**src/design/dev_pkg.sv**
```systemverilog
package dev_pkg;

    localparam int CFG_ADDR_W = 4;
    localparam int CFG_DATA_W = 32;

    localparam logic [15:0] SCALE_F_RST = 16'd8192;
    localparam logic [15:0] SCALE_K_RST = 16'd8192;
    localparam logic [16:0] CROSS_RATE_RST = 17'd6554;

    localparam int FRAC_W = 14;

    typedef enum logic [1:0] {
        REG_SCALE_F    = 2'd0,
        REG_SCALE_K    = 2'd1,
        REG_CROSS_RATE = 2'd2,
        REG_NONE       = 2'd3
    } dev_reg_t;

    typedef enum logic [1:0] {
        OP_RAND1 = 2'd0,
        OP_RAND2 = 2'd1,
        OP_CUR2  = 2'd2,
        OP_CUR1  = 2'd3
    } dev_op_t;

    typedef struct packed {
        logic [15:0] scale_f;
        logic [15:0] scale_k;
        logic [16:0] cross_rate;
    } dev_cfg_t;

    // per-item side data that rides along with the arithmetic
    typedef struct packed {
        logic               keep_trial;
        logic               last;
        logic signed [31:0] base;
        logic signed [31:0] lo;
        logic signed [31:0] hi;
    } dev_meta_t;

    function automatic logic signed [31:0] sat_add(
        input logic signed [31:0] v,
        input logic signed [35:0] t
    );
        logic signed [36:0] s;
        logic signed [31:0] r;
        s = $signed({{5{v[31]}}, v}) + $signed({t[35], t});
        if (s[36:31] == 6'b000000 || s[36:31] == 6'b111111)
        begin
            r = s[31:0];
        end
        else if (s[36])
        begin
            r = 32'sh8000_0000;
        end
        else
        begin
            r = 32'sh7FFF_FFFF;
        end
        return r;
    endfunction

endpackage

```
**src/design/dev_cfg.sv**
```systemverilog
module dev_cfg (
    input  logic                          clk,
    input  logic                          rst_n,
    input  logic                          psel,
    input  logic                          penable,
    input  logic                          pwrite,
    input  logic [dev_pkg::CFG_ADDR_W-1:0] paddr,
    input  logic [dev_pkg::CFG_DATA_W-1:0] pwdata,
    output logic [dev_pkg::CFG_DATA_W-1:0] prdata,
    output logic                          pready,
    output dev_pkg::dev_cfg_t             cfg
);
    import dev_pkg::*;

    dev_cfg_t cfg_reg;
    dev_cfg_t cfg_next;
    dev_reg_t sel;
    logic     wr_en;

    assign sel    = dev_reg_t'(paddr[3:2]);
    assign wr_en  = psel && penable && pwrite;
    assign pready = 1'b1;
    assign cfg    = cfg_reg;

    always_comb
    begin
        cfg_next = cfg_reg;
        if (wr_en)
        begin
            case (sel)
                REG_SCALE_F:    cfg_next.scale_f    = pwdata[15:0];
                REG_SCALE_K:    cfg_next.scale_k    = pwdata[15:0];
                REG_CROSS_RATE: cfg_next.cross_rate = pwdata[16:0];
                default:        cfg_next = cfg_reg;
            endcase
        end
    end

    always_comb
    begin
        case (sel)
            REG_SCALE_F:    prdata = {16'd0, cfg_reg.scale_f};
            REG_SCALE_K:    prdata = {16'd0, cfg_reg.scale_k};
            REG_CROSS_RATE: prdata = {15'd0, cfg_reg.cross_rate};
            default:        prdata = '0;
        endcase
    end

    always_ff @(posedge clk or negedge rst_n)
    begin
        if (!rst_n)
        begin
            cfg_reg.scale_f    <= SCALE_F_RST;
            cfg_reg.scale_k    <= SCALE_K_RST;
            cfg_reg.cross_rate <= CROSS_RATE_RST;
        end
        else
        begin
            cfg_reg <= cfg_next;
        end
    end

endmodule

```
**config.mk**
```make
export PLATFORM = sky130hd
export DESIGN_NAME = dev_cfg
export DESIGN_NICKNAME = d
export VERILOG_FILES = /design/src/design/dev_pkg.sv /design/src/design/dev_cfg.sv
export SDC_FILE = /design/constraint.sdc
export NUM_CORES = 1
export LEC_CHECK = 0
export ABC_AREA = 1
export ABC_CLOCK_PERIOD_IN_PS = 800
export BUFFER_PORTS_ARGS = -buffer_cell sky130_fd_sc_hd__buf_2
export CAP_MARGIN = 20
export CORE_AREA = 2 2 86 88
export CTS_BUF_LIST = sky130_fd_sc_hd__clkbuf_8 sky130_fd_sc_hd__clkbuf_16
export DETAILED_ROUTE_END_ITERATION = 10
export DIE_AREA = 0 0 88 90
export HOLD_SLACK_MARGIN = 0.06
export SYNTH_ARGS = -nofsm -noshare
export SYNTH_HDL_FRONTEND = slang
export SYNTH_SLANG_ARGS = --single-unit
```
**constraint.sdc**
```tcl
create_clock -name clk -period 0.8 [get_ports clk]
set_input_delay 0.04 -clock clk [delete_from_list [all_inputs] [get_ports clk]]
set_output_delay 0.04 -clock clk [all_outputs]
set_load 0.01 [all_outputs]
```
==> impl_metrics.json <==
{
  "status": "finished with violations",
  "violations": "setup timing",
  "grt_pass1_vias": 2279,
  "synth_top_area_cell": "dfrtp_1",
  "final_antenna_net_count": 0,
  "synthTopCellsByArea": "dfrtp_1 41%, nand2_1 29%, dfstp_2 9.8%",
  "drtIter0Drc": 111,
  "h-tree-depth": 2,
  "row_count": 31,
  "place_congestion": 0.774,
  "syn_avg_cell_area_sq_um": 7.89,
  "cts_tree": "done",
  "drive_gt1_frac": 0.452,
  "overflow": 0,
  "required_ns": 0.76,
  "placed_area_sq_um": 3110,
  "multi_input_area_sq_um": 1080,
  "clock_latency_ns": 0.29,
  "diodes": 0,
  "area_growth_syn_to_layout_pct": 64.1,
  "post-route-cell-area_sq_um": 3970,
  "largest_reg_flops": 49,
  "port_buffers": 89,
  "hpwl_microns": 4960,
  "wl_per_cell_microns": 12.9,
  "worst-setup-path-type": "flop to output port",
  "yosysTopAreaCellShare": 0.413,
  "setup-tns-final_ns": -11.53,
  "rsz0062_at_grt": "yes",
  "dr.pass1.iters": 4,
  "viasPerCell": 4.30,
  "ys_seq_area_frac": 0.511,
  "synth_cell_types": 17,
  "cp-end-kind": "output port",
  "antenna_found_initial": 0,
  "wl_microns": 7510,
  "cellPowerDensity_nw_per_um2": 2080,
  "drv_slew": 0,
  "finalHoldViolCount": 0,
  "finalClockSkew_ns": 0,
  "power_leakage_nw": 2.26,
  "grtUsageTotal": 0.187,
  "cts_root_buffer": "clkbuf_8",
  "nNetsFinal": 522,
  "dieHeight_microns": 90,
  "drc": 0,
  "vias": 2501,
  "synth_cells": 307,
  "maxCapViolations": 0,
  "startpoint_type": "flop",
  "setup_violations": 79,
  "ys_seq_elements": 49,
  "clk_pin_slew_ns": 0.09,
  "worstPathArrival_ns": 1.14,
  "yosysWarningCount": 0,
  "grt_max_degree": 50,
  "cp_max_fo": 3,
  "grt_first_pass_wirelength_microns": 11600,
  "core-area_sq_um": 7020,
  "die_w_microns": 88,
  "dieArea_sq_um": 7920,
  "netlist_area_sq_um": 2420,
  "finalCriticalPeriod_ns": 1.18,
  "io_pins": 123,
  "cts_buffers": 5,
  "post-route-period-util": 1.48,
  "start_util": 0.345,
  "fin_ws_ns": -0.383,
  "clk_path_buf_depth": 2,
  "irDropWorstVdd_v": 0.000998,
  "fmax_mhz": 846,
  "clkSinkCount": 49,
  "min_path_type": "input port to asynchronous set/reset pin",
  "seqCellArea_sq_um": 1240,
  "fillers": 650
}
## metrics by stage
step	hold WS (ns)	setup WS [ns]	utilization	power, mW	instances
floorplan	-0.256	0.0422	-	4.51	321
global placement	0.0475	-0.117	0.442	5.52	510
detailed placement	0.0529	-0.149	0.442	5.56	510
CTS	0.264	-0.346	0.519	7.66	560
global route	0.271	-0.405	0.566	8.80	581
finish	0.263	-0.383	0.566	8.25	581
## cells in the final DEF, fill, tap and decap left out
| cell | instances |
|---|---|
| buf_4 | 47 |
| dlygate4sd3_1 | 18 |
| clkbuf_8 | 6 |
| nand3_2 | 6 |
| nor2_1 | 1 |
| buf_12 | 5 |
| nand3_1 | 11 |
| nand2_2 | 25 |
| inv_4 | 1 |
| buf_2 | 69 |
| inv_1 | 4 |
| nand2_1 | 174 |
| nand2_4 | 3 |
| dfrtp_1 | 40 |
| buf_6 | 39 |
| inv_2 | 3 |
| dfstp_2 | 9 |
| nor2_4 | 5 |
| conb_1 | 16 |
## worst max-delay path, stage by stage, from the launching register on
cell and delay [ns]:
dfstp_2 0.57, nand2_1 0.07, nand3_1 0.07, buf_2 0.13
## cell usage after synthesis
cell	instances
nand3_1	16
inv_4	1
nand2_1	187
buf_6	2
buf_8	1
conb_1	2
nor2_4	5
buf_2	3
nand3_2	1
dfstp_2	9
nand2_2	13
buf_4	19
inv_2	3
dfrtp_1	40
nor2_1	1
inv_1	2
nand2_4	2
## layer usage
| layer | wire, microns | vias to the layer above | GRT usage |
|---|---|---|---|
| li1 | - | 1244 | - |
| met1 | 3390 | 1152 | 0.267 |
| met2 | 3630 | 90 | 0.289 |
| met3 | 361 | 15 | 0.0294 |
| met4 | 129 | 0 | 0.0615 |
| met5 | 0 | - | 0 |
## cell type report
cell class	count	share of cell area
clock buffers	6	0.0208
well taps	99	0.0312
flip-flops and latches	49	0.311
repair buffers	178	0.357
multi-input cells	241	0.271
clock inverters	2	0.00189
inverters	6	0.00630
## repair_timing
item,CTS,global route
endpoints found under the setup margin,68,77
setup buffers,24,24
pin swaps,32,18
endpoints found under the hold margin,98,0
resized for setup,18,41
hold buffers,18,0
## cells by family (layout without fill, tap and decap cells)
logic type,Yosys count,count (layout),share of synthesized area
buf+inv,31,192,0.0910
flops,49,49,0.511
other cells,2,16,0.00310
simple gates,225,225,0.395
## final timing paths
path	endpoint	cells past startpoint	start	slack [ns]
worst max-delay path	prdata[11]	3	cfg[11]	-0.38
worst min register to register	cfg[1]	2	cfg[1]	0.49
max in group asynchronous	cfg[3]	3	rst_n	0.25
worst max register to register	cfg[4]	4	cfg[4]	-0.10
min in group clk	cfg[30]	6	paddr[2]	0.28
worst min-delay path	cfg[42]	3	rst_n	0.26
## report_power, final
part	switching, mW	total [mW]	leakage (nW)	internal, mW
logic	1.42	3.27	1.61	1.85
clock network	0.779	1.46	0.0538	0.681
registers	0.462	3.52	0.602	3.05
(Power assumes the default switching activity.)
