**src/design/dev_pkg.sv**
```systemverilog
package dev_pkg;

    localparam int CFG_ADDR_W = 4;
    localparam int CFG_DATA_W = 32;

    localparam logic [15:0] SCALE_F_RST = 16'd8192;
    localparam logic [15:0] SCALE_K_RST = 16'd8192;
    localparam logic [16:0] CROSS_RATE_RST = 17'd6554;

    localparam int FRAC_W = 14;

    typedef enum logic [1:0] {
        REG_SCALE_F    = 2'd0,
        REG_SCALE_K    = 2'd1,
        REG_CROSS_RATE = 2'd2,
        REG_NONE       = 2'd3
    } dev_reg_t;

    typedef enum logic [1:0] {
        OP_RAND1 = 2'd0,
        OP_RAND2 = 2'd1,
        OP_CUR2  = 2'd2,
        OP_CUR1  = 2'd3
    } dev_op_t;

    typedef struct packed {
        logic [15:0] scale_f;
        logic [15:0] scale_k;
        logic [16:0] cross_rate;
    } dev_cfg_t;

    // per-item side data that rides along with the arithmetic
    typedef struct packed {
        logic               keep_trial;
        logic               last;
        logic signed [31:0] base;
        logic signed [31:0] lo;
        logic signed [31:0] hi;
    } dev_meta_t;

    function automatic logic signed [31:0] sat_add(
        input logic signed [31:0] v,
        input logic signed [35:0] t
    );
        logic signed [36:0] s;
        logic signed [31:0] r;
        s = $signed({{5{v[31]}}, v}) + $signed({t[35], t});
        if (s[36:31] == 6'b000000 || s[36:31] == 6'b111111)
        begin
            r = s[31:0];
        end
        else if (s[36])
        begin
            r = 32'sh8000_0000;
        end
        else
        begin
            r = 32'sh7FFF_FFFF;
        end
        return r;
    endfunction

endpackage

```
**src/design/dev_acc.sv**
```systemverilog
module dev_acc (
    input  logic               clk,
    input  logic               rst_n,
    input  logic               in_valid,
    output logic               in_ready,
    input  logic signed [49:0] prod_a,
    input  logic signed [49:0] prod_b,
    input  logic signed [49:0] prod_c,
    input  dev_pkg::dev_meta_t in_meta,
    output logic               out_valid,
    input  logic               out_ready,
    output logic signed [31:0] out_sum,
    output dev_pkg::dev_meta_t out_meta
);
    import dev_pkg::*;

    // stage 3: round terms; stages 4..6: one saturating add each
    logic [3:0] vld_reg;
    logic [4:0] adv;

    localparam logic signed [49:0] HALF_LSB = 50'sd1 <<< (FRAC_W - 1);

    logic signed [49:0] rnd_a, rnd_b, rnd_c;
    logic signed [35:0] term_a_reg, term_b_reg, term_c_reg;
    logic signed [35:0] term_a_next, term_b_next, term_c_next;
    logic signed [35:0] tb4_reg, tc4_reg, tc5_reg;
    logic signed [31:0] sum4_reg, sum5_reg, sum6_reg;
    logic signed [31:0] sum4_next, sum5_next, sum6_next;
    dev_meta_t          meta3_reg, meta4_reg, meta5_reg, meta6_reg;

    always_comb
    begin
        adv[4] = out_ready;
        for (int k = 3; k >= 0; k--)
        begin
            adv[k] = !vld_reg[k] || adv[k+1];
        end
    end
    assign in_ready  = adv[0];
    assign out_valid = vld_reg[3];

    assign rnd_a       = prod_a + HALF_LSB;
    assign rnd_b       = prod_b + HALF_LSB;
    assign rnd_c       = prod_c + HALF_LSB;
    assign term_a_next = rnd_a[49:FRAC_W];
    assign term_b_next = rnd_b[49:FRAC_W];
    assign term_c_next = rnd_c[49:FRAC_W];

    assign sum4_next = sat_add(meta3_reg.base, term_a_reg);
    assign sum5_next = sat_add(sum4_reg, tb4_reg);
    assign sum6_next = sat_add(sum5_reg, tc5_reg);

    always_ff @(posedge clk or negedge rst_n)
    begin
        if (!rst_n)
        begin
            vld_reg <= '0;
        end
        else
        begin
            if (adv[0])
            begin
                vld_reg[0] <= in_valid;
            end
            for (int k = 1; k < 4; k++)
            begin
                if (adv[k])
                begin
                    vld_reg[k] <= vld_reg[k-1];
                end
            end
        end
    end

    always_ff @(posedge clk)
    begin
        if (adv[0])
        begin
            term_a_reg <= term_a_next;
            term_b_reg <= term_b_next;
            term_c_reg <= term_c_next;
            meta3_reg  <= in_meta;
        end
        if (adv[1])
        begin
            sum4_reg  <= sum4_next;
            tb4_reg   <= term_b_reg;
            tc4_reg   <= term_c_reg;
            meta4_reg <= meta3_reg;
        end
        if (adv[2])
        begin
            sum5_reg  <= sum5_next;
            tc5_reg   <= tc4_reg;
            meta5_reg <= meta4_reg;
        end
        if (adv[3])
        begin
            sum6_reg  <= sum6_next;
            meta6_reg <= meta5_reg;
        end
    end

    assign out_sum  = sum6_reg;
    assign out_meta = meta6_reg;

    // upstream can only be held off when every stage is occupied
    a_stall_full: assert property (@(posedge clk) disable iff (!rst_n)
        !in_ready |-> (vld_reg == 4'b1111))
        else $error("dev_acc stalled with a free stage");

endmodule

```
**config.mk**
```make
export PLATFORM = sky130hd
export DESIGN_NAME = dev_acc
export DESIGN_NICKNAME = d
export VERILOG_FILES = /design/src/design/dev_pkg.sv /design/src/design/dev_acc.sv
export SDC_FILE = /design/constraint.sdc
export NUM_CORES = 1
export LEC_CHECK = 0
export ABC_CLOCK_PERIOD_IN_PS = 13100
export BUFFER_PORTS_ARGS = -buffer_cell sky130_fd_sc_hd__buf_2
export CORE_ASPECT_RATIO = 1.75
export CORE_MARGIN = 10
export CORE_UTILIZATION = 50
export CTS_CLUSTER_DIAMETER = 60
export CTS_CLUSTER_SIZE = 14
export DETAILED_ROUTE_END_ITERATION = 12
export HOLD_SLACK_MARGIN = 0.1
export PLACE_DENSITY = 0.72
export SLEW_MARGIN = 30
export SYNTH_ARGS = -nofsm -noshare
export SYNTH_HDL_FRONTEND = slang
export SYNTH_SLANG_ARGS = --single-unit
```
**constraint.sdc**
```tcl
create_clock -name clk -period 13.1 [get_ports clk]
set_clock_uncertainty 0.05 [all_clocks]
set_input_delay 2.62 -clock clk [delete_from_list [all_inputs] [get_ports clk]]
set_output_delay 2.62 -clock clk [all_outputs]
set_load 0.05 [all_outputs]
```
==> results of run 1 <==
-- worst paths after layout --
check,startpoint,to,cells after the start
min in group asynchronous,rst_n,vld_reg[2],1
max in group asynchronous,rst_n,vld_reg[3],1
worst min-delay path,meta4_reg[70],meta5_reg[70],0
worst max register to register,sum5_reg[21],out_sum[2],11
worst min register to register,meta4_reg[70],meta5_reg[70],0
worst max-delay path,out_ready,in_ready,4
-- power groups by stage --
stage,sequential [uW],combinational [uW],clock [uW]
2_1_floorplan,3500,1420,0
3_3_place_gp,3220,2280,0
3_5_place_dp,3230,2290,0
4_1_cts,3190,2310,1660
5_1_grt,3210,2530,1740
6_report,3180,2310,1620
-- synth_stat cells, drive strengths merged, types with 44 or more instances --
| master | instances |
|---|---|
| inv | 44 |
| edfxtp | 704 |
| xnor2 | 127 |
| o21ai | 74 |
| nand2 | 132 |
| o21a | 54 |
| a21oi | 139 |
| nand3 | 57 |
| a21o | 53 |
| xor2 | 74 |
| ha | 111 |
| nor2 | 92 |
-- final cells by class --
class,instances,area [sq um],share of cell area [%]
clock inverter,11,196,0.572
clock buffer,74,1520,4.43
inverter,44,170,0.496
timing repair buffer,358,1910,5.55
tap,780,976,2.84
sequential,708,21200,61.9
antenna,5,12.5,0.0364
multi-input combinational,1190,8310,24.2
-- routing by layer --
layer | global-route usage, % | part of all wire, % | up-vias | wire length [microns]
li1 | - | - | 8324 | -
met1 | 20.0 | 36 | 8425 | 24800
met2 | 35.6 | 54 | 439 | 37300
met3 | 3.68 | 5.2 | 128 | 3620
met4 | 9.33 | 4.7 | 10 | 3250
met5 | 0 | 0.086 | - | 59
-- cells by family (layout without fill, tap and decap cells) --
family | count (synthesis) | in the layout | synth area share (%)
compound gates | 434 | 434 | 9.69
mux | 2 | 2 | 0.0670
flops | 708 | 708 | 71.0
buf+inv | 90 | 487 | 1.32
fa+ha+maj | 114 | 114 | 4.85
other cells | 0 | 5 | 0
simple gates | 439 | 439 | 7.15
xor+xnor | 201 | 201 | 5.89
-- worst reg2reg max path: cells and delay by family, from the launching register on --
| family | cells | cell delay [ns] |
|---|---|---|
| buffers and inverters | 1 | 0.28 |
| AND/OR/NAND/NOR | 3 | 1.42 |
| adder cells (fa/ha/maj) | 1 | 0.42 |
| AO/OA/AOI/OAI | 6 | 1.79 |
| flip-flops | 1 | 0.40 |
-- metrics by stage --
step           cells  hold slack, ns  power [uW]
2_1_floorplan   1988           0.350        4920
3_5_place_dp    3077           0.355        5520
4_1_cts         3162           0.345        7160
3_3_place_gp    3077           0.351        5490
6_report        3170           0.352        7100
5_1_grt         3170           0.355        7480
==> impl_metrics.tcl, run 1 <==
set metrics [dict create \
    drv_slew 0 \
    grt_pass1_wl_microns 103000 \
    synth.largest_area_cell "edfxtp_1" \
    synth_area_sq_mm 0.0299 \
    cp_top_family "simple AND/OR/NAND/NOR gates" \
    start_util_pct 50.5 \
    via_per_inst 5.47 \
    syn_inst 1988 \
    swShare_pct 34.3 \
    cts_buffers 58 \
    rsz0062_at_grt "no" \
    yosysSeqAreaShare_pct 71.0 \
    path_clk_slew_ns 0.06 \
    synth_area_leaders "edfxtp_1 71%, ha_1 4.6%, xnor2_1 3.7%, a21oi_1 2.3%, xor2_1 2.2%" \
    p_switching_uw 2430 \
    irDropWorstVdd_uv 140 \
    yosysTopAreaCellShare_pct 70.7 \
    fin_crit_sh_pct 49.7 \
    setup_viol 0 \
    worstPathMaxFanout 5 \
    path_buf_inv 2 \
    die_area_sq_mm 0.0704 \
    wl_microns 69000 \
    finish.instance_area_sq_mm 0.0343 \
    drive_gt1_share_pct 19.3 \
    cpMaxStageDelayCell "nor2b_1" \
    cpPeakStageDelay_ns 0.61 \
    port_buffers 344 \
    async_flop_share_pct 0.565 \
    grt_max_degree 170 \
    p_clk_share_pct 22.7 \
    antenna_found_initial 11 \
    post-route-util_pct 58.0 \
    fillers 4619 \
    status "complete, no violations" \
    final.min_clock_period_ns 6.50 \
    synth_cell_type_count 84 \
    final_common_cell "edfxtp_1" \
    crit_chain "buf_2 -> nor2b_1 -> nand4_1 -> buf_2" \
    seqPwrFrac_pct 44.7 \
    hp-class "register to register" \
    synth_edf_count 704 \
    syn_nets 2354 \
    regToRegSetupSlack_ns 8.46 \
    ctsResizeCount 0 \
    ys_ff_latch 708 \
    placed_area_sq_mm 0.0325 \
    power.density_mw_per_mm2 207 \
    rows 118 \
    ios 384 \
    via_count 17300 \
    most-common-layout-cells "704 x edfxtp_1, 344 x buf_2, 137 x a21oi_1" \
    post-dp-hpwl_microns 51800 \
    coreArea_sq_mm 0.0592 \
    path_class "primary input to output pin" \
    tns_ns 0 \
    wl_per_cell_microns 21.8 \
    power.share.combinational_pct 32.5 \
    final_nets 2726 \
    crit_path_end_kind "output pin" \
    dp_slack_ns 6.62 \
    yosysWarnings 0 \
    clk_latency_ns 0.63 \
    tightest_slew_ns 0.956 \
    cp.required_ns 10.43 \
    cts-root-buf "clkbuf_16" \
    overflow 0 \
    drt_iter0_markers 927 \
    grt_use_total_pct 19.1 \
    fin_ws_ns 6.60 \
    power_leakage_uw 0.0131 \
    relSlewSlack_pct 36.3 \
    drtPass1Iterations 5 \
    drt.antenna.violating_nets 0 \
    cts_setup_buffers 0 \
    drcViolationCount 0 \
    syn2layout_area_growth_pct 14.8 \
    grt_pass1_vias 18000 \
    die_w_microns 205 \
    clock_sinks 708 \
    timing.fmax_ghz 0.154 \
    gp_congestion 0.902 \
    cpMostUsedCell "buf_2" \
    synth_ff_type "edfxtp_1" \
    crit_arrival_ns 3.83 \
    cts_tree "built" \
    die_y_microns 343 \
    postCtsHoldBufs 0 \
    p_int_uw 4670 \
    timing.max_cap.violations 0 \
    cts.htree.levels 2 \
    crit_path_start_kind "primary input" \
    synth_area_per_cell_sq_um 15.0 \
    hold_viol_final 0 \
    cts_buffer_depth 3 \
]
No activity file was read; power rests on OpenSTA's default activity.
==> run 2: changes to the inputs <==
ABC_CLOCK_PERIOD_IN_PS = 5200   (was 13100)
PLACE_DENSITY = 0.75   (was 0.72)
clock period = 5.2 ns   (was 13.1 ns; I/O delays follow)
==> impl_metrics.tcl, run 2 (synthesized netlist as in run 1, its figures left out) <==
set metrics [dict create \
    crit_path_end_kind "register" \
    power_leakage_uw 0.0131 \
    irDropWorstVdd_uv 411 \
    die_area_sq_mm 0.0704 \
    cp.required_ns 5.50 \
    clock_sinks 708 \
    rsz0062_at_grt "no" \
    ctsResizeCount 0 \
    grt_pass1_vias 18200 \
    hp-class "primary input to asynchronous set/reset pin" \
    drive_gt1_share_pct 19.3 \
    antenna_found_initial 10 \
    drt.antenna.violating_nets 0 \
    path_class "register to register" \
    via_per_inst 5.52 \
    die_w_microns 205 \
    crit_arrival_ns 4.44 \
    drtPass1Iterations 5 \
    cts_setup_buffers 0 \
    drv_slew 0 \
    cpMaxStageDelayCell "or2_1" \
    clk_latency_ns 0.64 \
    relSlewSlack_pct 42.9 \
    overflow 0 \
    via_count 17500 \
    grt_pass1_wl_microns 104000 \
    most-common-layout-cells "704 x edfxtp_1, 344 x buf_2, 137 x a21oi_1" \
    fin_ws_ns 1.06 \
    crit_path_start_kind "register" \
    dp_slack_ns 1.04 \
    ios 384 \
    grt_use_total_pct 19.4 \
    timing.max_cap.violations 0 \
    coreArea_sq_mm 0.0592 \
    cp_top_family "simple AND/OR/NAND/NOR gates" \
    postCtsHoldBufs 0 \
    cts_tree "built" \
    tightest_slew_ns 0.857 \
    crit_chain "ha_1 -> a21oi_1 -> o21ai_1 -> or3_1 -> o21ai_1 -> a211oi_2 -> buf_4 -> a211oi_2 -> xnor2_1 -> nor4b_1 -> buf_4 -> or2_1 -> o21ai_0" \
    final_common_cell "edfxtp_1" \
    cts_buffer_depth 3 \
    final_nets 2729 \
    rows 118 \
    gp_congestion 0.917 \
    wl_per_cell_microns 22.0 \
    wl_microns 70000 \
    timing.fmax_ghz 0.241 \
    start_util_pct 50.5 \
    power_uw 17900 \
    post-dp-hpwl_microns 52400 \
    final.min_clock_period_ns 4.14 \
    drcViolationCount 0 \
    power.density_mw_per_mm2 523 \
    die_y_microns 343 \
    cts-root-buf "clkbuf_16" \
    path_buf_inv 2 \
    hold_ws_ns 0.148 \
    syn2layout_area_growth_pct 14.7 \
    cts.htree.levels 2 \
    drt_iter0_markers 1027 \
    cts_buffers 58 \
    grt_max_degree 142 \
    hold_viol_final 0 \
    cpPeakStageDelay_ns 0.51 \
    setup_viol 0 \
    worstPathMaxFanout 19 \
    fin_crit_sh_pct 79.7 \
    path_clk_slew_ns 0.06 \
    port_buffers 344 \
    status "complete, no violations" \
]
[run 2: cell types whose count changed in the layout (fill, tap and decap cells not counted), sizes merged]
| cell | change |
|---|---|
| clkbuf | -1 |
| buf | +3 |
| clkinv | -2 |
| bufinv | -1 |
| diode | +4 |
| inv | +2 |
| clkinvlp | -1 |
[run 2: report_power, final]
part / switching, uW / internal [uW] / total [uW]
registers: 434 / 7600 / 8040
logic: 3870 / 1980 / 5850
clock network: 1890 / 2160 / 4050
total: 6200 / 11700 / 17900
[run 2: worst register-to-register path, stage by stage (launching register included)]
cell      delay [ns]
edfxtp_1        0.38
ha_1            0.42
a21oi_1         0.16
o21ai_1         0.09
or3_1           0.42
o21ai_1         0.35
a211oi_2        0.13
buf_4           0.19
a211oi_2        0.25
xnor2_1         0.15
nor4b_1         0.31
buf_4           0.26
or2_1           0.51
o21ai_0         0.19
[run 2: metal layers]
| layer | up-vias | global-route usage [%] | wire [microns] |
|---|---|---|---|
| li1 | 8345 | - | - |
| met1 | 8523 | 20.4 | 24800 |
| met2 | 492 | 35.7 | 38000 |
| met3 | 165 | 3.01 | 3070 |
| met4 | 4 | 11.3 | 4110 |
| met5 | - | 0 | 30 |
[run 2: per-stage QoR]
step / instance area [sq um] / std cells / TNS, ns / util [%]
floorplan: 29900 / 1988 / -1537.77 / -
global placement: 32600 / 3083 / 0 / 55.0
detailed placement: 32600 / 3083 / 0 / 55.0
CTS: 34300 / 3165 / 0 / 57.9
global route: 34300 / 3174 / 0 / 57.9
finish: 34300 / 3174 / 0 / 57.9
[run 2: final timing paths]
path                       slack (ns)     endpoint           start  cells past startpoint
setup reg to reg                 1.06   out_sum[2]      tc5_reg[8]                     13
max in group asynchronous        4.83   vld_reg[0]           rst_n                      1
hold / removal                   0.15   vld_reg[3]           rst_n                      1
hold reg to reg                  0.36  tc4_reg[31]  term_c_reg[31]                      0
setup / recovery                 1.06   out_sum[2]      tc5_reg[8]                     13
min in group clk                 0.36  tc4_reg[31]  term_c_reg[31]                      0
[run 2: final cells by class]
cell class                      instances  area [sq um]
Inverter                               44           173
Multi-Input combinational cell       1190          8310
Sequential cell                       708         21200
Antenna cell                            9          22.5
Tap cell                              780           976
Clock inverter                          9           144
Timing Repair Buffer                  361          1890
Clock buffer                           73          1530
Fill cell                            4570         24900
