### src/design/dev_pkg.sv
package dev_pkg;

    localparam int CFG_ADDR_W = 4;
    localparam int CFG_DATA_W = 32;

    localparam logic [15:0] SCALE_F_RST = 16'd8192;
    localparam logic [15:0] SCALE_K_RST = 16'd8192;
    localparam logic [16:0] CROSS_RATE_RST = 17'd6554;

    localparam int FRAC_W = 14;

    typedef enum logic [1:0] {
        REG_SCALE_F    = 2'd0,
        REG_SCALE_K    = 2'd1,
        REG_CROSS_RATE = 2'd2,
        REG_NONE       = 2'd3
    } dev_reg_t;

    typedef enum logic [1:0] {
        OP_RAND1 = 2'd0,
        OP_RAND2 = 2'd1,
        OP_CUR2  = 2'd2,
        OP_CUR1  = 2'd3
    } dev_op_t;

    typedef struct packed {
        logic [15:0] scale_f;
        logic [15:0] scale_k;
        logic [16:0] cross_rate;
    } dev_cfg_t;

    // per-item side data that rides along with the arithmetic
    typedef struct packed {
        logic               keep_trial;
        logic               last;
        logic signed [31:0] base;
        logic signed [31:0] lo;
        logic signed [31:0] hi;
    } dev_meta_t;

    function automatic logic signed [31:0] sat_add(
        input logic signed [31:0] v,
        input logic signed [35:0] t
    );
        logic signed [36:0] s;
        logic signed [31:0] r;
        s = $signed({{5{v[31]}}, v}) + $signed({t[35], t});
        if (s[36:31] == 6'b000000 || s[36:31] == 6'b111111)
        begin
            r = s[31:0];
        end
        else if (s[36])
        begin
            r = 32'sh8000_0000;
        end
        else
        begin
            r = 32'sh7FFF_FFFF;
        end
        return r;
    endfunction

endpackage

### src/design/dev_if.sv


interface dev_out_if;
    logic        valid;
    logic        ready;
    logic [30:0] child_value;
    logic        last_out;

    modport source (
        output valid, child_value, last_out,
        input  ready
    );
    modport sink (
        input  valid, child_value, last_out,
        output ready
    );
endinterface

### src/design/dev_out.sv
module dev_out (
    input  logic               clk,
    input  logic               rst_n,
    input  logic               in_valid,
    output logic               in_ready,
    input  logic signed [31:0] in_sum,
    input  dev_pkg::dev_meta_t in_meta,
    dev_out_if.source          dout
);
    import dev_pkg::*;

    // stage 7: clamp and crossover pick; stage 8: magnitude, output word
    logic [1:0] vld_reg;
    logic [2:0] adv;

    logic signed [31:0] upper_cl;
    logic signed [31:0] clamped;
    logic signed [31:0] sel_reg, sel_next;
    logic               last7_reg;
    logic [31:0]        neg;
    logic [30:0]        mag_reg, mag_next;
    logic               last8_reg;

    assign adv[2]     = dout.ready;
    assign adv[1]     = !vld_reg[1] || adv[2];
    assign adv[0]     = !vld_reg[0] || adv[1];
    assign in_ready   = adv[0];
    assign dout.valid = vld_reg[1];

    // upper clamp first, so crossed bounds give the lower bound
    assign upper_cl = (in_sum > in_meta.hi) ? in_meta.hi : in_sum;
    assign clamped  = (upper_cl < in_meta.lo) ? in_meta.lo : upper_cl;
    assign sel_next = in_meta.keep_trial ? clamped : in_meta.base;

    // the most negative value negates to itself; saturate it
    assign neg      = sel_reg[31] ? (32'd0 - sel_reg) : sel_reg;
    assign mag_next = neg[31] ? 31'h7FFF_FFFF : neg[30:0];

    always_ff @(posedge clk or negedge rst_n)
    begin
        if (!rst_n)
        begin
            vld_reg <= '0;
        end
        else
        begin
            if (adv[0])
            begin
                vld_reg[0] <= in_valid;
            end
            if (adv[1])
            begin
                vld_reg[1] <= vld_reg[0];
            end
        end
    end

    always_ff @(posedge clk)
    begin
        if (adv[0])
        begin
            sel_reg   <= sel_next;
            last7_reg <= in_meta.last;
        end
        if (adv[1])
        begin
            mag_reg   <= mag_next;
            last8_reg <= last7_reg;
        end
    end

    assign dout.child_value = mag_reg;
    assign dout.last_out    = last8_reg;

    a_trial_in_bounds: assert property (@(posedge clk) disable iff (!rst_n)
        (adv[0] && in_valid && in_meta.keep_trial && (in_meta.lo <= in_meta.hi))
        |=> (sel_reg >= $past(in_meta.lo)) && (sel_reg <= $past(in_meta.hi)))
        else $error("dev_out clamped trial outside bounds");

    a_parent_kept: assert property (@(posedge clk) disable iff (!rst_n)
        (adv[0] && in_valid && !in_meta.keep_trial)
        |=> (sel_reg == $past(in_meta.base)))
        else $error("dev_out rejected trial did not take parent");

    a_hold_stage7: assert property (@(posedge clk) disable iff (!rst_n)
        (vld_reg[0] && !adv[1]) |=> (vld_reg[0] && $stable(sel_reg)))
        else $error("dev_out stage 7 lost its word under stall");

endmodule
### src/flat_wrapper.sv
// flat-port wrapper written by rule: the top's interface ports become plain ports
module dev_out_flat import dev_pkg::*;
  (clk, rst_n, in_valid, in_ready, in_sum, in_meta, dout_valid, dout_child_value, dout_last_out, dout_ready);
  dev_out_if dout_i ();
  input  logic clk;
  input  logic rst_n;
  input  logic in_valid;
  output logic in_ready;
  input  logic signed [31:0] in_sum;
  input  dev_pkg::dev_meta_t in_meta;
  output wire logic [$bits(dout_i.valid)-1:0] dout_valid;
  output wire logic [$bits(dout_i.child_value)-1:0] dout_child_value;
  output wire logic [$bits(dout_i.last_out)-1:0] dout_last_out;
  input wire logic [$bits(dout_i.ready)-1:0] dout_ready;
  assign dout_valid = dout_i.valid;
  assign dout_child_value = dout_i.child_value;
  assign dout_last_out = dout_i.last_out;
  assign dout_i.ready = dout_ready;
  dev_out u_core (.clk(clk), .rst_n(rst_n), .in_valid(in_valid), .in_ready(in_ready), .in_sum(in_sum), .in_meta(in_meta), .dout(dout_i));
endmodule
### config.mk
export PLATFORM = sky130hd
export DESIGN_NAME = dev_out_flat
export DESIGN_NICKNAME = d
export VERILOG_FILES = /design/src/design/dev_pkg.sv /design/src/design/dev_if.sv /design/src/design/dev_out.sv /design/src/flat_wrapper.sv
export SDC_FILE = /design/constraint.sdc
export NUM_CORES = 1
export LEC_CHECK = 0
export BUFFER_PORTS_ARGS = -buffer_cell sky130_fd_sc_hd__buf_4
export CORE_ASPECT_RATIO = 1.4
export CORE_MARGIN = 2
export CORE_UTILIZATION = 57
export DETAILED_ROUTE_END_ITERATION = 10
export PLACE_DENSITY = 0.92
export REMOVE_ABC_BUFFERS = 1
export SYNTH_ARGS = -nofsm -noshare
export SYNTH_HDL_FRONTEND = slang
export SYNTH_SLANG_ARGS = --single-unit
### constraint.sdc
create_clock -name clk -period 5.8 [get_ports clk]
set_input_delay 1.16 -clock clk [delete_from_list [all_inputs] [get_ports clk]]
set_output_delay 1.16 -clock clk [all_outputs]
set_load 0.02 [all_outputs]
==> results by group, run 1 <==
Run status
  • Status: finished, final reports clean

Timing
  • Fin crit share: 0.938
  • Final setup viols: 0
  • TNS Setup: 0 ns
  • Headroom to the max-slew limit: 0.311
  • Tmin final: 5.44 ns
  • Highest Clock Rate: 184 MHz
  • RSZ-0062 raised after global routing: false
  • Final hold vios: 0
  • Hold WS: 0.443 ns
  • Worst-Margin Slew: 1.03 ns
  • Max-slew violations: 0
  • Clk_skew: roughly 0.0062 ns

Worst hold path
  • Worst hold endpoint: u_core.dout.last_out
  • Cells on Worst Hold Path: 0
  • Hold Path Class: flop to flop
  • Hold_sp: u_core.last7_reg

CTS
  • Clock Sinks: 67
  • CTS clk-pin slew, worst paths: around 0.050 ns
  • TritonCTS clock tree: built
  • H-tree Lvls: 3
  • Clk_lat worst skew: 0.33 ns
  • Setup repair bufs after CTS: 0
  • CTS Buf Count: 9
  • Hold_buf cts: 0
  • CTS resizes: 0
  • Clock tree root driver cell: clkbuf_16
  • CTS max path bufs: 2

Critical path
  • Worst EP required: 5.83 ns
  • CP arrival: 5.48 ns
  • Max Fanout on Critical Path: 32
  • Worst setup EP type: flop
  • Reg2Reg Launch Point: u_core.sel_reg[1]
  • Critical path depth: 21
  • R2r worst-path depth: 8
  • Crit path top cell by count: a21oi_1
  • Family with the most delay on the worst path: compound AO/OA/AOI/OAI gates
  • RR Endpoint: u_core.dout.child_value[1]
  • CP Launch Type: primary input
  • R2R setup slack: 2.27 ns
  • Bufs and invs on worst path: 3
  • Worst path cell trace: buf_4 -> ha_1 -> a21oi_1 -> nand2_1 -> a221o_1 -> o31a_1 -> o211ai_1 -> o31ai_4 -> buf_12 -> mux2_2 -> ha_1 -> a21oi_1 -> nor2b_1 -> o21ai_0 -> a21oi_1 -> a31oi_1 -> nand2_1 -> o2111ai_2 -> and2_1 -> buf_12 -> o221ai_1
  • CP peak stage delay: 0.38 ns
  • Crit Path Class: primary input to flop
  • Slowest-stage cell, CP: o31a_1

Global route
  • First-pass GRT wire length: 25600 um
  • Antenna violations before repair: 0
  • GR Util All Layers: 0.306
  • Total gr overflow: 0
  • Number of global-route vias before repair: 5337
  • Pin count of the biggest net entering global routing: 97

Synthesis
  • Top cell type's share of synthesized area: 0.342
  • Mapped cell area: 5710 sq um
  • Largest family of logic cells by synthesized area: simple AND/OR/NAND/NOR gates
  • Syn. warnings: 0
  • Flops & latches, synth: 67
  • Adder-Cell Fraction of Synth Area: 0.140
  • Sequential fraction of the synthesis area: 0.351
  • Syn avg cell area: 9.18 sq um
  • Asr flop ratio synth: 0.0299
  • Synth Instances: 622
  • Cell taking the most area after synthesis: edfxtp_1
  • Synth top area cells: edfxtp_1 (34%), ha_1 (14%), inv_1 (6.6%), mux2_2 (6.1%), nand2_1 (5.5%)
  • Synth Area in Compound Gates: 0.142
  • Synth Area in XOR/XNOR: 0.0414
  • Mux contribution to synthesized area: 0.0612
  • Most common flop cell mapped by yosys: edfxtp_1
  • Count of cell types in the netlist: 49
  • Simple-gate share of the synthesized area: 0.169
  • EDFF count, synth: 65

Die
  • Ports: 168
  • # rows: 43
  • Core area: 9850 sq um
  • Die footprint: 10800 sq um
  • Die Span X: 88.6 um
  • Initial Util: 0.580
  • Die span in y: ~120 um

Power and ir drop
  • Internal: about 0.0013 W
  • Post-layout total power: 0.00197 W
  • Combinational group share of total power: 0.382
  • Sw Share: 0.341
  • Power Density: approximately 270 nW/um^2
  • Clock share of power: 0.238
  • Sw power: 0.000674 W
  • Register share of total power: 0.380
  • Worst vdd ir: 0.162 mV
  • Leak pwr: between 3 and 4 nW

Drt
  • Router iterations before antenna repair: 7
  • Top routing layer used: met4
  • Total wire length: 16500 um
  • Via-to-Cell Ratio: 5.82
  • Drt wl/cell: 18.0 um
  • Vias: 5349
  • DRC: 0
  • WL met1: 6330 um
  • Iter 0 DRT Violations: 553
  • Met2 WL: around 8800 um
  • Met3 wire length: around 900 um
  • DRT antenna net count: 0

Cells and area
  • Max reg flops: 32
  • Diodes inserted: 0
  • Util after Layout: 0.746
  • Layout area overhead: 28.7%
  • Fill cells: 739
  • Most frequent cells in the layout: buf_4 (175), inv_1 (101), nand2_1 (83)
  • Nets: 977
  • Multi-input combinational cell area: 3190 sq um
  • Layout Cells excl Fill: 919
  • Share of cells above drive strength 1: 0.292
  • Register Area: 2000 sq um
  • Most common cell after layout, fill and taps aside: buf_4

Flow run
  • Max-cap viol count: 0

Placement
  • RePlAce Congestion: 0.908
  • Placed cells: 903
  • Post-DP HPWL: about 13000 um
  • # port buffers: 167
kinds of logic after synthesis:
logic type / after synthesis
AOI/OAI and AO/OA: 115
adders and majority gates: 64
buffers and inverters: 132
DFF: 67
and+or+nand+nor: 186
xor gates and xnor gates: 27
muxes: 31
per-layer routing:
metal,vias to the layer above,GRT usage
met1,2488,0.365
li1,2577,-
met2,241,0.560
met5,-,0
met4,0,0.116
met3,43,0.0249
area by class of cell:
cell class,count,share of cell area
Inverter,101,0.0516
Sequential cell,67,0.273
Clock inverter,4,0.00238
Clock buffer,12,0.0322
Multi-Input combinational cell,423,0.434
Timing Repair Buffer,177,0.184
Tap cell,135,0.0230
through the flow:
| step | setup WS, ns | area, sq um |
|---|---|---|
| after global routing | 0.0930 | 7350 |
| after detailed placement | 0.0875 | 7090 |
| after global placement | 0.156 | 7090 |
| after floorplan | -2.92 | 5540 |
| after CTS | 0.429 | 7350 |
| final | 0.358 | 7350 |
power groups by stage:
stage	combinational, W	clock (W)	sequential, W
after floorplan	0.000356	0	0.000813
after detailed placement	0.000740	0	0.000755
final	0.000753	0.000470	0.000750
after global routing	0.000822	0.000487	0.000762
after global placement	0.000712	0	0.000744
after CTS	0.000750	0.000468	0.000749
how the worst max path moves through the flow:
stage	startpoint	end	slack [ns]
after floorplan	in_meta[14]	u_core.sel_reg[0]	-2.92
after global placement	in_sum[14]	u_core.sel_reg[26]	0.16
after detailed placement	in_sum[14]	u_core.sel_reg[26]	0.09
after CTS	in_sum[14]	u_core.sel_reg[26]	0.43
after global routing	in_sum[23]	u_core.sel_reg[8]	0.09
final	in_sum[14]	u_core.sel_reg[26]	0.36
synth_stat cells, types with 2 or more instances:
cell,n
o41ai_1,5
nand2b_1,5
a21oi_1,25
clkbuf_1,19
nor2_1,12
mux2_2,31
buf_6,5
nand2_1,83
and2_1,2
dfrtp_1,2
o211ai_1,3
or4_4,2
nand3_1,9
a21o_1,6
o221ai_1,32
nor3_1,4
or3_1,6
o31ai_1,12
buf_2,6
ha_1,64
nand4_1,44
or4_1,2
edfxtp_1,65
nor2b_1,5
xor2_1,26
o21ai_0,19
a31oi_1,2
inv_1,101
nand3b_1,2
nor4_1,4
Note: power is estimated with default switching activity, not from simulation.
==> run 2, diff against run 1 <==
--- a/config.mk
+++ b/config.mk
@@ -9,7 +9,6 @@
 export CORE_ASPECT_RATIO = 1.4
 export CORE_MARGIN = 2
-export CORE_UTILIZATION = 57
+export CORE_UTILIZATION = 30
 export DETAILED_ROUTE_END_ITERATION = 10
-export PLACE_DENSITY = 0.92
 export REMOVE_ABC_BUFFERS = 1
 export SYNTH_ARGS = -nofsm -noshare
==> constraint.sdc (replaced) <==
create_clock -name clk -period 5.8 [get_ports clk]
set_input_delay 1.16 -clock clk [delete_from_list [all_inputs] [get_ports clk]]
set_output_delay 1.16 -clock clk [all_outputs]
set_load 0.1 [all_outputs]
==> run 2 against run 1 <==
Compared with the run above: utilization shrank 34 points; non-clock buffer count increased by 3; register-to-register slack better by 0.12 ns; clock skew grew 0.0056 ns; cell count is 12% higher; flip-flop and latch count unchanged; combinational power increased by 46%; largest power group unchanged.
==> results by group, run 2 (synthesis gave the netlist of run 1 again) <==
Cells and area
  • Most frequent cells in the layout: buf_4 (178), inv_1 (101), nand2_1 (83)
  • Max reg flops: 32 (unchanged)
  • Most common cell after layout, fill and taps aside: buf_4
  • Layout area overhead: 32.0%
  • Nets: 980 (+0.31%)
  • Fill cells: 1914 (+160%)
  • Diodes inserted: 0 (unchanged)
  • Design area: 7530 sq um (+2.6%)
  • Share of cells above drive strength 1: 0.299 (+0.00651)
  • Layout Cells excl Fill: 1031 (+12%)

Critical path
  • CP arrival: 5.54 ns (+0.06 ns)
  • CP Launch Type: primary input
  • Max Fanout on Critical Path: 32 (unchanged)
  • Crit Path Class: primary input to flop
  • R2r worst-path depth: 8 (unchanged)
  • Worst EP required: 5.94 ns (+0.11 ns)
  • Worst setup EP type: flop

Die
  • Initial Util: 0.307 (-0.273)
  • Die footprint: 20200 sq um (+86%)
  • Die Span X: 121 um (+36%)
  • Die span in y: 167 um (+37%)
  • Core area: 18600 sq um (+89%)
  • Ports: 168 (unchanged)
  • # rows: 59 (+37%)

Placement
  • # port buffers: 167 (unchanged)
  • RePlAce Congestion: 0.898 (-1.0%)
  • Post-DP HPWL: 13200 um (+1.3%)
  • Placed cells: 1015 (+12%)
  • Placed cell area: 7250 sq um (+2.2%)

Power and ir drop
  • Worst vdd ir: 0.119 mV (-27%)
  • Power Density: 309 nW/um^2 (+15%)
  • Post-layout total power: 0.00233 W (+18%)
  • Leak pwr: 3.58 nW (+0.89%)

CTS
  • Hold_buf cts: 0 (unchanged)
  • CTS resizes: 0 (unchanged)
  • Clock tree root driver cell: clkbuf_16
  • H-tree Lvls: 3 (unchanged)
  • Clk_lat worst skew: 0.32 ns (about the same)
  • CTS clk-pin slew, worst paths: 0.06 ns (about the same)
  • Setup repair bufs after CTS: 0 (unchanged)
  • TritonCTS clock tree: built
  • Clock Sinks: 67 (unchanged)
  • CTS max path bufs: 2 (unchanged)
  • CTS Buf Count: 9 (unchanged)

Timing
  • Fin crit share: 0.931 (-0.00777)
  • Worst-Margin Slew: 0.879 ns (-0.154 ns)
  • TNS Setup: 0 ns (unchanged)
  • Hold WS: 0.417 ns (-0.0262 ns)
  • Max-slew violations: 0 (unchanged)
  • Highest Clock Rate: 185 MHz (+0.83%)
  • Tmin final: 5.40 ns (-0.0450 ns)
  • Final hold vios: 0 (unchanged)
  • RSZ-0062 raised after global routing: false
  • Final setup viols: 0 (unchanged)
  • Headroom to the max-slew limit: 0.414 (+0.103)
  • Clk_skew: 0.0118 ns (+0.00563 ns)

Drt
  • DRT antenna net count: 0 (unchanged)
  • Vias: 4948 (-7.5%)
  • Drt wl/cell: 15.2 um (-16%)
  • DRC: 0 (unchanged)
  • Via-to-Cell Ratio: 4.80 (-18%)
  • Total wire length: 15600 um (-5.3%)
  • Router iterations before antenna repair: 4 (-3)
  • Iter 0 DRT Violations: 279 (-50%)

Worst hold path
  • Cells on Worst Hold Path: 0 (unchanged)
  • Hold Path Class: flop to flop

Run status
  • Status: finished, final reports clean

Global route
  • Pin count of the biggest net entering global routing: 97 (unchanged)
  • Antenna violations before repair: 0 (unchanged)
  • First-pass GRT wire length: 25100 um (-1.8%)
  • Total gr overflow: 0 (unchanged)
  • GR Util All Layers: 0.158 (-0.148)
  • Number of global-route vias before repair: 4981 (-6.7%)

Flow run
  • Max-cap viol count: 0 (unchanged)
[run 2: cell count changes in the layout (fill, tap and decap cells not counted), sizes merged]
cell	delta
clkbuf	+2
buf	+3
clkinv	-2
[run 2: final timing paths]
check                                  startpoint                         end  slack, ns
max in group asynchronous                   rst_n           u_core.vld_reg[0]       5.10
min in group asynchronous                   rst_n           u_core.vld_reg[1]       0.61
worst max register to register  u_core.sel_reg[1]  u_core.dout.child_value[1]       2.39
worst max-delay path                   in_sum[30]          u_core.sel_reg[29]       0.40
worst min-delay path             u_core.last7_reg        u_core.dout.last_out       0.42
worst min register to register   u_core.last7_reg        u_core.dout.last_out       0.42
[run 2: cell type report]
| class | count | area, sq um | share of cell area |
|---|---|---|---|
| Multi-Input combinational cell | 423 | 3190 | 0.423 |
| Sequential cell | 67 | 2000 | 0.266 |
| Timing Repair Buffer | 180 | 1380 | 0.183 |
| Inverter | 101 | 379 | 0.0503 |
| Tap cell | 244 | 305 | 0.0405 |
| Clock buffer | 14 | 274 | 0.0364 |
| Clock inverter | 2 | 10.0 | 0.00133 |
[run 2: worst max-delay path, stage by stage]
cell and delay [ns]:
buf_4 0.11, ha_1 0.33, a21oi_1 0.16, nand2_1 0.06, a221oi_1 0.42, nand3_1 0.26, o31ai_4 0.39, buf_12 0.22
mux2_2 0.38, ha_1 0.30, nand2_1 0.07, or3_1 0.39, nor2_1 0.31, o21ai_0 0.15, nand3_1 0.12, o22ai_2 0.11
and2_1 0.19, buf_12 0.17, o221ai_1 0.22
[run 2: where the power goes]
part,switching (W),internal [W]
Clock,0.000179,0.000323
Combinational,0.000749,0.000347
Sequential,0.0000585,0.000672
Total,0.000987,0.00134
[run 2: through the flow]
| step | setup WS (ns) | utilization |
|---|---|---|
| final | 0.403 | 0.405 |
| after floorplan | -2.92 | - |
| after detailed placement | 0.0256 | 0.390 |
| after global placement | 0.0705 | 0.390 |
| after CTS | 0.364 | 0.405 |
| after global routing | 0.151 | 0.405 |
[run 2: metal layers]
| metal | up-vias | wire [um] | track usage |
|---|---|---|---|
| li1 | 2585 | - | - |
| met1 | 2222 | 6340 | 0.186 |
| met2 | 119 | 8280 | 0.285 |
| met3 | 22 | 579 | 0.0167 |
| met4 | 0 | 429 | 0.0683 |
| met5 | - | 0 | 0 |
==> run 3, diff against run 2 <==
- CORE_UTILIZATION: 30 -> 57
- CTS_CLUSTER_SIZE: default -> 14
- PLACE_DENSITY: default -> 0.87
==> run 3 against run 2 <==
Compared with the run above: flip-flop and latch count unchanged; final area down 2.1%; register-to-register slack worse by 0.07 ns; clock power up 9.0%; routed wire length about the same; clock-buffer cell count down 4; die area down 46%; utilization up 34 points; hold slack better by 0.038 ns; global-route usage up 14 points; critical path depth up 2; largest cell class unchanged; largest power group unchanged; highest routed layer unchanged.
==> results by group, run 3 (synthesis gave the netlist of run 1 again) <==
Run status
  • Status: finished, final reports clean

Power and ir drop
  • Internal: 0.00138 W (+3.1%)
  • Register share of total power: 0.312 (-0.002)
  • Sw Share: 0.421 (-0.00236)
  • Combinational group share of total power: 0.459 (-0.012)
  • Clock share of power: 0.229 (+0.014)
  • Post-layout total power: 0.00239 W (+2.6%)
  • Sw power: 0.00101 W (+2.1%)
  • Leak pwr: 3.56 nW (-0.49%)
  • Worst vdd ir: 0.219 mV (+85%)
  • Power Density: 324 nW/um^2 (+4.8%)

Timing
  • TNS Setup: 0 ns (unchanged)
  • Clk_skew: 0.00382 ns (-0.00801 ns)
  • Fin crit share: 0.930 (-0.00102)
  • Max-slew violations: 0 (unchanged)
  • Final setup viols: 0 (unchanged)
  • Highest Clock Rate: 185 MHz (+0.11%)
  • RSZ-0062 raised after global routing: false
  • Tmin final: 5.39 ns (-0.00591 ns)
  • Headroom to the max-slew limit: 0.353 (-0.0604)
  • Final hold vios: 0 (unchanged)
  • Worst-Margin Slew: 0.970 ns (+0.0906 ns)

Cells and area
  • Share of cells above drive strength 1: 0.293 (-0.00576)
  • Max reg flops: 32 (unchanged)
  • Design area: 7380 sq um (-2.1%)
  • Layout Cells excl Fill: 917 (-11%)
  • Layout area overhead: 29.2%
  • Register Area: 2000 sq um (unchanged)
  • Most common cell after layout, fill and taps aside: buf_4
  • Most frequent cells in the layout: buf_4 (176), inv_1 (101), nand2_1 (83)
  • Util after Layout: 0.749 (+0.344)
  • Nets: 977 (-0.31%)
  • Fill cells: 713 (-63%)
  • Diodes inserted: 0 (unchanged)
  • Multi-input combinational cell area: 3190 sq um (unchanged)

Global route
  • GR Util All Layers: 0.296 (+0.139)
  • Antenna violations before repair: 0 (unchanged)
  • Number of global-route vias before repair: 5321 (+6.8%)
  • Pin count of the biggest net entering global routing: 97 (unchanged)
  • First-pass GRT wire length: 24800 um (-1.3%)
  • Total gr overflow: 0 (unchanged)

CTS
  • Clock tree root driver cell: clkbuf_16
  • CTS clk-pin slew, worst paths: 0.05 ns (about the same)
  • CTS Buf Count: 9 (unchanged)
  • Clock Sinks: 67 (unchanged)
  • CTS max path bufs: 2 (unchanged)
  • Clk_lat worst skew: 0.33 ns (about the same)
  • Hold_buf cts: 0 (unchanged)
  • TritonCTS clock tree: built
  • Setup repair bufs after CTS: 0 (unchanged)
  • H-tree Lvls: 3 (unchanged)
  • CTS resizes: 0 (unchanged)

Critical path
  • Family with the most delay on the worst path: compound AO/OA/AOI/OAI gates
  • RR Endpoint: u_core.dout.child_value[1]
  • Crit path to: u_core.sel_reg[9]
  • Worst path cell trace: buf_4 -> ha_1 -> a21oi_1 -> o21ai_0 -> a221oi_1 -> nand3_1 -> o211ai_1 -> o31ai_4 -> buf_4 -> mux2_2 -> ha_1 -> a21oi_1 -> nor2b_1 -> o21ai_0 -> a21oi_1 -> a31oi_1 -> nand2_1 -> o2111ai_2 -> and2_1 -> buf_12 -> o221ai_1
  • CP peak stage delay: 0.38 ns (-0.04 ns)
  • Max Fanout on Critical Path: 32 (unchanged)
  • Crit Path Class: primary input to flop
  • Critical path depth: 21 (+2)
  • Worst EP required: 5.83 ns (-0.11 ns)
  • Slowest-stage cell, CP: a221oi_1
  • R2R setup slack: 2.32 ns (-0.07 ns)
  • CP arrival: 5.42 ns (-0.12 ns)
  • Worst setup path start: in_sum[23]
  • R2r worst-path depth: 8 (unchanged)
  • Crit path top cell by count: a21oi_1
  • Reg2Reg Launch Point: u_core.sel_reg[1]
  • CP Launch Type: primary input
  • Bufs and invs on worst path: 3 (unchanged)
  • Worst setup EP type: flop

Placement
  • Placed cells: 903 (-11%)
  • Placed cell area: 7080 sq um (-2.4%)
  • Post-DP HPWL: 12500 um (-5.4%)
  • # port buffers: 167 (unchanged)
  • RePlAce Congestion: 0.945 (+5.2%)

Drt
  • Vias: 5266 (+6.4%)
  • Total wire length: 15600 um (about the same)
  • Via-to-Cell Ratio: 5.74 (+20%)
  • Router iterations before antenna repair: 5 (+1)
  • Drt wl/cell: 17.1 um (+12%)
  • DRC: 0 (unchanged)
  • Iter 0 DRT Violations: 445 (+59%)
  • DRT antenna net count: 0 (unchanged)

Die
  • Die span in y: 122 um (-27%)
  • Die footprint: 10800 sq um (-46%)
  • # rows: 43 (-27%)
  • Ports: 168 (unchanged)
  • Core area: 9850 sq um (-47%)
  • Die Span X: 88.6 um (-27%)
  • Initial Util: 0.580 (+0.273)

Flow run
  • Max-cap viol count: 0 (unchanged)

Worst hold path
  • Hold Path Class: flop to flop
## run 3: cell types whose count changed in the layout (fill, tap and decap cells not counted)
cell,change
clkbuf_8,-3
clkinv_1,+2
buf_4,-2
buf_12,-1
bufinv_16,+2
clkbuf_1,-1
clkinv_2,-2
## run 3: power by group through the flow
stage | Combinational (W) | Sequential (W) | Clock (W)
after global routing | 0.00117 | 0.000759 | 0.000572
after floorplan | 0.000359 | 0.00116 | 0
after CTS | 0.00109 | 0.000745 | 0.000553
after detailed placement | 0.00109 | 0.000752 | 0
final | 0.00110 | 0.000745 | 0.000547
after global placement | 0.00106 | 0.000743 | 0
## run 3: area by class of cell
cell class	instances	share of cell area
Timing Repair Buffer	177	0.182
Clock buffer	10	0.0310
Tap cell	135	0.0229
Inverter	101	0.0514
Multi-Input combinational cell	423	0.432
Sequential cell	67	0.271
Clock inverter	4	0.00916
## run 3: metrics by stage
stage                     hold slack [ns]  worst slack [ns]
after floorplan                     0.400             -2.92
after global placement              0.418             0.232
after detailed placement            0.424             0.138
after CTS                           0.452             0.467
after global routing                0.452             0.200
final                               0.456             0.409
## run 3: routing by layer
layer	vias to the layer above	wire length, um	GRT usage	share of wire
li1	2574	-	-	-
met1	2465	6280	0.357	0.40
met2	200	8210	0.526	0.53
met3	27	783	0.0491	0.050
met4	0	359	0.102	0.023
met5	-	0	0	0
## run 3: worst min-delay path by stage
stage | start | end | slack, ns | cells after the start
after detailed placement | u_core.last7_reg | u_core.dout.last_out | 0.42 | 0
after CTS | u_core.last7_reg | u_core.dout.last_out | 0.45 | 0
final | u_core.last7_reg | u_core.dout.last_out | 0.46 | 0
after floorplan | u_core.last7_reg | u_core.dout.last_out | 0.40 | 0
after global placement | u_core.last7_reg | u_core.dout.last_out | 0.42 | 0
after global routing | u_core.last7_reg | u_core.dout.last_out | 0.45 | 0
